==> config.mk <==
export PLATFORM = sky130hd
export DESIGN_NAME = text_console_writer
export DESIGN_NICKNAME = d
export VERILOG_FILES = /design/src/rtl/tcw_pkg.sv /design/src/rtl/tcw_ctrl.sv /design/src/rtl/tcw_datapath.sv /design/src/rtl/text_console_writer.sv
export SDC_FILE = /design/constraint.sdc
export NUM_CORES = 1
export LEC_CHECK = 0
export CAP_MARGIN = 5
export CORE_AREA = 2 2 46 90
export DETAILED_ROUTE_END_ITERATION = 6
export DIE_AREA = 0 0 48 92
export DONT_BUFFER_PORTS = 1
export PLACE_DENSITY = 0.67
export SYNTH_ARGS = -nofsm -noshare
export SYNTH_HDL_FRONTEND = slang
export SYNTH_SLANG_ARGS = --single-unit
==> constraint.sdc <==
create_clock -name clk_i -period 6.7 [get_ports clk_i]
set_input_delay 0.335 -clock clk_i [delete_from_list [all_inputs] [get_ports clk_i]]
set_output_delay 0.335 -clock clk_i [all_outputs]
set_load 0.01 [all_outputs]
==> src/rtl/tcw_pkg.sv <==
// ----------------------------------------------------------------------------
// tcw_pkg
// Shared constants, command and status types for the text console writer.
// ----------------------------------------------------------------------------
package tcw_pkg;

  localparam int COLUMNS   = 80;
  localparam int ROWS      = 25;
  localparam int CELLS     = COLUMNS * ROWS;
  localparam int CW        = (COLUMNS > 1) ? $clog2(COLUMNS) : 1;
  localparam int RW        = (ROWS > 1) ? $clog2(ROWS) : 1;
  localparam int AW        = $clog2(CELLS + 1);
  localparam int COPY_LAST = COLUMNS * (ROWS - 1) - 1;

  localparam logic [15:0] BLANK_CELL   = 16'h0720;
  localparam logic [7:0]  ATTR_BITS    = 8'h07;
  localparam logic [7:0]  NEWLINE_CODE = 8'd10;
  localparam logic        ACTION_CLEAR = 1'b1;

  typedef enum logic [2:0] {
    ST_INIT,
    ST_IDLE,
    ST_DECODE,
    ST_CLEAR,
    ST_SCR_RD,
    ST_SCR_WR,
    ST_BLANK_ROW,
    ST_RESP
  } state_e;

  typedef enum logic [1:0] {
    ADDR_HOLD,
    ADDR_ZERO,
    ADDR_INC
  } addr_op_e;

  typedef enum logic [2:0] {
    MEM_NONE,
    MEM_PUT,
    MEM_READ_NEXT,
    MEM_COPY,
    MEM_BLANK
  } mem_op_e;

  typedef enum logic [1:0] {
    CUR_HOLD,
    CUR_HOME,
    CUR_ADVANCE,
    CUR_NEWLINE
  } cur_op_e;

  typedef struct packed {
    logic     capture;
    logic     set_scrolled;
    addr_op_e addr_op;
    mem_op_e  mem_op;
    cur_op_e  cur_op;
  } cmd_t;

  typedef struct packed {
    logic is_clear;
    logic is_newline;
    logic col_last;
    logic row_last;
    logic copy_end;
    logic cell_end;
  } status_t;

endpackage

==> src/rtl/tcw_ctrl.sv <==
// ----------------------------------------------------------------------------
// tcw_ctrl
// Sequencer for put, newline, scroll, clear and the power-up blanking pass.
// ----------------------------------------------------------------------------
module tcw_ctrl (
  input  logic             clk_i,
  input  logic             rst_ni,
  input  logic             in_valid_i,
  output logic             in_ready_o,
  output logic             out_valid_o,
  input  logic             out_ready_i,
  input  tcw_pkg::status_t status_i,
  output tcw_pkg::cmd_t    cmd_o
);

  tcw_pkg::state_e state_q, state_d;

  always_ff @(posedge clk_i or negedge rst_ni) begin
    if (!rst_ni) begin
      state_q <= tcw_pkg::ST_INIT;
    end else begin
      state_q <= state_d;
    end
  end

  always_comb begin
    state_d = state_q;
    unique case (state_q)
      tcw_pkg::ST_INIT: begin
        if (status_i.cell_end) state_d = tcw_pkg::ST_IDLE;
      end
      tcw_pkg::ST_IDLE: begin
        if (in_valid_i) state_d = tcw_pkg::ST_DECODE;
      end
      tcw_pkg::ST_DECODE: begin
        if (status_i.is_clear) begin
          state_d = tcw_pkg::ST_CLEAR;
        end else if ((status_i.is_newline || status_i.col_last) && status_i.row_last) begin
          state_d = tcw_pkg::ST_SCR_RD;
        end else begin
          state_d = tcw_pkg::ST_RESP;
        end
      end
      tcw_pkg::ST_CLEAR: begin
        if (status_i.cell_end) state_d = tcw_pkg::ST_RESP;
      end
      tcw_pkg::ST_SCR_RD: begin
        state_d = tcw_pkg::ST_SCR_WR;
      end
      tcw_pkg::ST_SCR_WR: begin
        state_d = status_i.copy_end ? tcw_pkg::ST_BLANK_ROW : tcw_pkg::ST_SCR_RD;
      end
      tcw_pkg::ST_BLANK_ROW: begin
        if (status_i.cell_end) state_d = tcw_pkg::ST_RESP;
      end
      tcw_pkg::ST_RESP: begin
        if (out_ready_i) state_d = tcw_pkg::ST_IDLE;
      end
      default: state_d = tcw_pkg::ST_INIT;
    endcase
  end

  always_comb begin
    cmd_o       = '{capture: 1'b0, set_scrolled: 1'b0, addr_op: tcw_pkg::ADDR_HOLD,
                    mem_op: tcw_pkg::MEM_NONE, cur_op: tcw_pkg::CUR_HOLD};
    in_ready_o  = 1'b0;
    out_valid_o = 1'b0;
    unique case (state_q)
      tcw_pkg::ST_INIT, tcw_pkg::ST_CLEAR, tcw_pkg::ST_BLANK_ROW: begin
        cmd_o.mem_op  = tcw_pkg::MEM_BLANK;
        cmd_o.addr_op = tcw_pkg::ADDR_INC;
      end
      tcw_pkg::ST_IDLE: begin
        in_ready_o    = 1'b1;
        cmd_o.capture = in_valid_i;
      end
      tcw_pkg::ST_DECODE: begin
        if (status_i.is_clear) begin
          cmd_o.addr_op = tcw_pkg::ADDR_ZERO;
          cmd_o.cur_op  = tcw_pkg::CUR_HOME;
        end else begin
          if (!status_i.is_newline) cmd_o.mem_op = tcw_pkg::MEM_PUT;
          if (status_i.is_newline || status_i.col_last) begin
            cmd_o.cur_op = tcw_pkg::CUR_NEWLINE;
            if (status_i.row_last) begin
              cmd_o.set_scrolled = 1'b1;
              cmd_o.addr_op      = tcw_pkg::ADDR_ZERO;
            end
          end else begin
            cmd_o.cur_op = tcw_pkg::CUR_ADVANCE;
          end
        end
      end
      tcw_pkg::ST_SCR_RD: begin
        cmd_o.mem_op = tcw_pkg::MEM_READ_NEXT;
      end
      tcw_pkg::ST_SCR_WR: begin
        cmd_o.mem_op  = tcw_pkg::MEM_COPY;
        cmd_o.addr_op = tcw_pkg::ADDR_INC;
      end
      tcw_pkg::ST_RESP: begin
        out_valid_o = 1'b1;
      end
      default: begin
        cmd_o.mem_op = tcw_pkg::MEM_NONE;
      end
    endcase
  end

endmodule

==> src/rtl/tcw_datapath.sv <==
// ----------------------------------------------------------------------------
// tcw_datapath
// Cursor registers, sweep address counter and the single-port screen memory.
// ----------------------------------------------------------------------------
module tcw_datapath (
  input  logic                  clk_i,
  input  logic                  rst_ni,
  input  tcw_pkg::cmd_t         cmd_i,
  output tcw_pkg::status_t      status_o,
  input  logic                  action_i,
  input  logic [7:0]            char_code_i,
  output logic [tcw_pkg::CW-1:0] col_o,
  output logic [tcw_pkg::RW-1:0] row_o,
  output logic                  scrolled_o
);

  localparam int AW = tcw_pkg::AW;
  localparam int CW = tcw_pkg::CW;
  localparam int RW = tcw_pkg::RW;

  logic          action_q;
  logic [7:0]    code_q;
  logic [CW-1:0] col_q, col_d;
  logic [RW-1:0] row_q, row_d;
  logic          scrolled_q;
  logic [AW-1:0] addr_q, addr_d;

  logic [15:0]   mem [tcw_pkg::CELLS];
  logic [15:0]   rd_q;
  logic          we, re;
  logic [AW-1:0] wa, ra, put_idx;
  logic [15:0]   wd;

  always_ff @(posedge clk_i) begin
    if (cmd_i.capture) begin
      action_q <= action_i;
      code_q   <= char_code_i;
    end
  end

  always_ff @(posedge clk_i or negedge rst_ni) begin
    if (!rst_ni) begin
      col_q      <= '0;
      row_q      <= '0;
      scrolled_q <= 1'b0;
      addr_q     <= '0;
    end else begin
      col_q  <= col_d;
      row_q  <= row_d;
      addr_q <= addr_d;
      if (cmd_i.capture) begin
        scrolled_q <= 1'b0;
      end else if (cmd_i.set_scrolled) begin
        scrolled_q <= 1'b1;
      end
    end
  end

  always_comb begin
    col_d = col_q;
    row_d = row_q;
    unique case (cmd_i.cur_op)
      tcw_pkg::CUR_HOLD: ;
      tcw_pkg::CUR_HOME: begin
        col_d = '0;
        row_d = '0;
      end
      tcw_pkg::CUR_ADVANCE: col_d = col_q + CW'(1);
      tcw_pkg::CUR_NEWLINE: begin
        col_d = '0;
        if (!status_o.row_last) row_d = row_q + RW'(1);
      end
      default: ;
    endcase
  end

  always_comb begin
    unique case (cmd_i.addr_op)
      tcw_pkg::ADDR_HOLD: addr_d = addr_q;
      tcw_pkg::ADDR_ZERO: addr_d = '0;
      tcw_pkg::ADDR_INC:  addr_d = addr_q + AW'(1);
      default:            addr_d = addr_q;
    endcase
  end

  assign put_idx = AW'(32'(row_q) * tcw_pkg::COLUMNS + 32'(col_q));
  assign ra      = addr_q + AW'(tcw_pkg::COLUMNS);

  always_comb begin
    we = 1'b0;
    re = 1'b0;
    wa = addr_q;
    wd = tcw_pkg::BLANK_CELL;
    unique case (cmd_i.mem_op)
      tcw_pkg::MEM_NONE: ;
      tcw_pkg::MEM_PUT: begin
        we = 1'b1;
        wa = put_idx;
        wd = {tcw_pkg::ATTR_BITS, code_q};
      end
      tcw_pkg::MEM_READ_NEXT: re = 1'b1;
      tcw_pkg::MEM_COPY: begin
        we = 1'b1;
        wd = rd_q;
      end
      tcw_pkg::MEM_BLANK: we = 1'b1;
      default: ;
    endcase
  end

  always_ff @(posedge clk_i) begin
    if (we) mem[wa] <= wd;
    if (re) rd_q <= mem[ra];
  end

  assign status_o.is_clear   = (action_q == tcw_pkg::ACTION_CLEAR);
  assign status_o.is_newline = (code_q == tcw_pkg::NEWLINE_CODE);
  assign status_o.col_last   = (32'(col_q) == tcw_pkg::COLUMNS - 1);
  assign status_o.row_last   = (32'(row_q) == tcw_pkg::ROWS - 1);
  assign status_o.copy_end   = (32'(addr_q) == tcw_pkg::COPY_LAST);
  assign status_o.cell_end   = (32'(addr_q) == tcw_pkg::CELLS - 1);

  assign col_o      = col_q;
  assign row_o      = row_q;
  assign scrolled_o = scrolled_q;

`ifndef SYNTH
  a_col_range: assert property (@(posedge clk_i) disable iff (!rst_ni)
    32'(col_q) < tcw_pkg::COLUMNS) else $error("cursor column out of range");
  a_row_range: assert property (@(posedge clk_i) disable iff (!rst_ni)
    32'(row_q) < tcw_pkg::ROWS) else $error("cursor row out of range");
  a_write_range: assert property (@(posedge clk_i) disable iff (!rst_ni)
    we |-> 32'(wa) < tcw_pkg::CELLS) else $error("memory write out of range");
  a_scroll_row: assert property (@(posedge clk_i) disable iff (!rst_ni)
    cmd_i.set_scrolled |=> 32'(row_q) == tcw_pkg::ROWS - 1)
    else $error("scroll left the cursor off the last row");
`endif

endmodule

==> src/rtl/text_console_writer.sv <==
// ----------------------------------------------------------------------------
// text_console_writer
// Text console with a cursor, one-row scroll and full-screen clear.
// ----------------------------------------------------------------------------
// Each transfer on the input channel gives exactly one transfer on the output
// channel carrying the cursor position after the item and a scroll flag. The
// screen lives in a single-port memory, so every sweep makes one memory
// access at a time. A plain character or a newline is taken in the idle
// state, decoded in the decode state and answered from the response state.
// A scroll walks the row copy (a read and a write per cell) and then blanks
// the bottom row. A clear blanks every cell. After reset the block blanks
// the screen before it takes its first input. One item is worked on at a
// time.
module text_console_writer (
  input  logic       clk_i,
  input  logic       rst_ni,
  input  logic       in_valid_i,
  output logic       in_ready_o,
  input  logic       action_i,
  input  logic [7:0] char_code_i,
  output logic       out_valid_o,
  input  logic       out_ready_i,
  output logic [6:0] cursor_col_o,
  output logic [4:0] cursor_row_o,
  output logic       scrolled_o
);

  tcw_pkg::cmd_t           cmd;
  tcw_pkg::status_t        status;
  logic [tcw_pkg::CW-1:0] col;
  logic [tcw_pkg::RW-1:0] row;

  tcw_ctrl u_ctrl (
    .clk_i       (clk_i),
    .rst_ni      (rst_ni),
    .in_valid_i  (in_valid_i),
    .in_ready_o  (in_ready_o),
    .out_valid_o (out_valid_o),
    .out_ready_i (out_ready_i),
    .status_i    (status),
    .cmd_o       (cmd)
  );

  tcw_datapath u_datapath (
    .clk_i       (clk_i),
    .rst_ni      (rst_ni),
    .cmd_i       (cmd),
    .status_o    (status),
    .action_i    (action_i),
    .char_code_i (char_code_i),
    .col_o       (col),
    .row_o       (row),
    .scrolled_o  (scrolled_o)
  );

  assign cursor_col_o = 7'(col);
  assign cursor_row_o = 5'(row);

endmodule

==> flow_summary.yaml <==
timing:
  tightest_slew_ns: 1.24
  fin_skew_ns: 0.00733
  fmax_mhz: 294
  slew_headroom_pct: 16.8
  setup_violations: 0
  setup_tns_ns: 0
  post-route-period-util_pct: 50.8
  rsz0062_at_grt: "no"
  final_max_slew_viol_count: 0
  fin_crit_ns: 3.41
  hold_viol: 0
logic_synthesis:
  synth_edf_count: 9
  yosysMostFrequentCell: "dfrtp_1"
  post-synth-top-area-fraction_pct: 34.3
  synth_area_leaders: "dfrtp_1 34%, edfxtp_1 14%, nand2_1 4.4%"
  netlist_top_cells_count: "27 x dfrtp_1, 23 x nand2_1, 17 x nor2_1"
  syn_area_um2: 1970
  syn_avg_cell_area_um2: 9.86
  synth_cell_types: 49
  syn_nets: 219
  netlist_instances: 200
  dominantRegCellSynth: "dfrtp_1"
  synth_warnings: 0
  ys_seq_area_share_pct: 48.0
  async_flop_share_pct: 75.0
  ys_ff_latch: 36
  synth_top_area_cell: "dfrtp_1"
critical_path:
  critical_path_arrival_ns: 3.56
  criticalPathCategory: "reg2reg"
  critPathCaptureType: "flop"
  cp-start-kind: "flop"
  crit_required_ns: 6.86
  critPathMaxFanout: 12
place:
  dpl.hpwl_mm: 2.99
  placed_area_um2: 1990
  port_buffers: 0
  place.gp.congestion: 0.841
die:
  rows: 32
  die_area_um2: 4420
  core_area_um2: 3800
  initial_core_util_pct: 51.8
  pin_count: 28
  fp.dieW_um: 48
  die_height_um: 92
clocking:
  clock_latency_ns: 0.29
  cts_sinks: 36
  cts.clk_slew.worst_paths_ns: 0.08
  numCtsBuffers: 5
  h-tree-depth: 2
  postCtsSetupRepairBufs: 0
  clockRootBuffer: "clkbuf_8"
  cts_tree: "yes"
  ctsResizeCount: 0
  cts_buffer_depth: 2
drt:
  drt-initial-drc-count: 33
  wl_per_cell_um: 15.9
  drt-total-wl_mm: 4.01
  vias: 1473
  dr.pass1.iters: 4
  ant_nets: 0
  drcViolationCount: 0
  via_per_inst: 5.85
outcome:
  outcome: "finished clean"
pwr:
  p_leak_nw: 0.843
  peakVddDrop_mv: 0.165
  powerDensity_nw_per_um2: 198
cells_and_area:
  syn2layout_area_growth_pct: 8.06
  fin_area_um2: 2130
  drive_above_1_share_pct: 7.46
  num_antenna_cells: 0
  utilization_pct: 56.0
  final_nets: 219
global_route:
  use_met3_pct: 3.74
  grt_util_met2_pct: 37.4
  track_usage_pct: 20.2
  grt_max_degree: 28
  grt-ovfl-total: 0
  antenna_found_initial: 0
  gr-max-usage-layer: "met2"
  grt_use_met1_pct: 20.3
  grt_pass1_vias: 1522
  grt_pass1_wl_mm: 6.56
run:
  maxCapViolCount: 0
hold_path:
  hold_path_class: "in2reg"
==> critical path, stage by stage (launching register included) <==
cell and delay, ns:
dfrtp_1 0.46, ha_1 0.26, and2_1 0.20, a22oi_1 0.70
nor2_1 0.16, a21oi_1 0.24, ha_1 0.37, nand4b_1 0.36
nor3_1 0.31, xnor2_1 0.16, nor2_1 0.06
==> timing repair <==
| item | in CTS | in global routing |
|---|---|---|
| hold endpoints to repair | 27 | 0 |
| hold buffers | 2 | 0 |
| setup endpoints to repair | 0 | 0 |
==> power by group <==
| group | total (W) | switching, W | internal (W) |
|---|---|---|---|
| Combinational | 0.00000578 | 0.00000375 | 0.00000203 |
| Sequential | 0.000225 | 0 | 0.000225 |
| Clock | 0.000191 | 0.0000813 | 0.000110 |
| Total | 0.000422 | 0.0000851 | 0.000337 |
==> area by class of cell <==
| cell class | count | area, um2 |
|---|---|---|
| Clock buffer | 5 | 68.8 |
| Clock inverter | 3 | 42.5 |
| Fill cell | 341 | 1670 |
| Inverter | 9 | 33.8 |
| Multi-Input combinational cell | 146 | 946 |
| Sequential cell | 36 | 946 |
| Tap cell | 51 | 63.8 |
| Timing Repair Buffer | 2 | 30.0 |
==> worst paths after layout <==
path                       slack, ns  cells after the start                              from                           endpoint
max in group asynchronous       6.05                      2                            rst_ni    u_datapath.row_o[3]$_DFFE_PN0P_
min in group asynchronous       0.47                      2                            rst_ni    u_datapath.col_o[5]$_DFFE_PN0P_
max reg2reg                     3.29                     10   u_datapath.col_o[0]$_DFFE_PN0P_  u_datapath.addr_q[10]$_DFFE_PN0P_
max                             3.29                     10   u_datapath.col_o[0]$_DFFE_PN0P_  u_datapath.addr_q[10]$_DFFE_PN0P_
min                             0.14                      0                    char_code_i[2]     u_datapath.code_q[2]$_DFFE_PP_
min reg2reg                     0.55                      1  u_datapath.addr_q[3]$_DFFE_PN0P_   u_datapath.addr_q[3]$_DFFE_PN0P_
==> through the flow <==
| step | instances | setup slack (ns) | power (W) | hold slack [ns] |
|---|---|---|---|---|
| after floorplan | 200 | 3.93 | 0.000230 | 0.0394 |
| after global placement | 242 | 3.54 | 0.000230 | 0.0403 |
| after detailed placement | 242 | 3.32 | 0.000230 | 0.0403 |
| after CTS | 252 | 3.32 | 0.000426 | 0.132 |
| after global routing | 252 | 3.01 | 0.000438 | 0.124 |
| final | 252 | 3.29 | 0.000422 | 0.138 |
==> layout by cell type, fill, tap and decap left out, drive strengths merged, types with 2 or more instances in the layout <==
cell type,Yosys,final
o21ai,11,11
a31o,2,2
and4bb,2,2
clkbuf,4,5
a21oi,9,9
nand4,5,5
inv,9,9
o311a,2,2
a221oi,2,2
nor4,4,4
nand3,5,5
nor2b,4,4
nand4bb,2,2
and2,3,3
xor2,3,3
edfxtp,9,9
nor2,17,17
dfrtp,27,27
nand4b,2,2
nand2,23,23
or3,5,5
ha,6,6
xnor2,7,7
nand2b,6,6
nor3b,2,2
nor3,8,8
==> kinds of logic after synthesis <==
logic type | Yosys count | share of synthesized area (%)
multiplexers | 2 | 1.08
buffers and inverters | 18 | 4.06
XOR/XNOR | 10 | 4.44
adder cells (fa/ha/maj) | 6 | 3.81
flip-flops | 36 | 48.0
AO/OA/AOI/OAI | 35 | 11.5
AND/OR/NAND/NOR | 93 | 27.1
==> metal layers <==
| metal | wire length (um) | part of all wire (%) | up-vias |
|---|---|---|---|
| li1 | - | - | 712 |
| met1 | 1450 | 36 | 726 |
| met3 | 120 | 3.0 | 6 |
| met4 | 50 | 1.2 | 0 |
| met5 | 0 | 0 | - |
| met2 | 2390 | 60 | 29 |
==> registers in the layout, indices dropped and copies added (netlist names) <==
register	flops
u_ctrl.state_q	3
u_datapath.action_q	1
u_datapath.addr_q	11
u_datapath.code_q	8
u_datapath.col_o	7
u_datapath.row_o	5
u_datapath.scrolled_o	1
(Power assumes the default switching activity.)
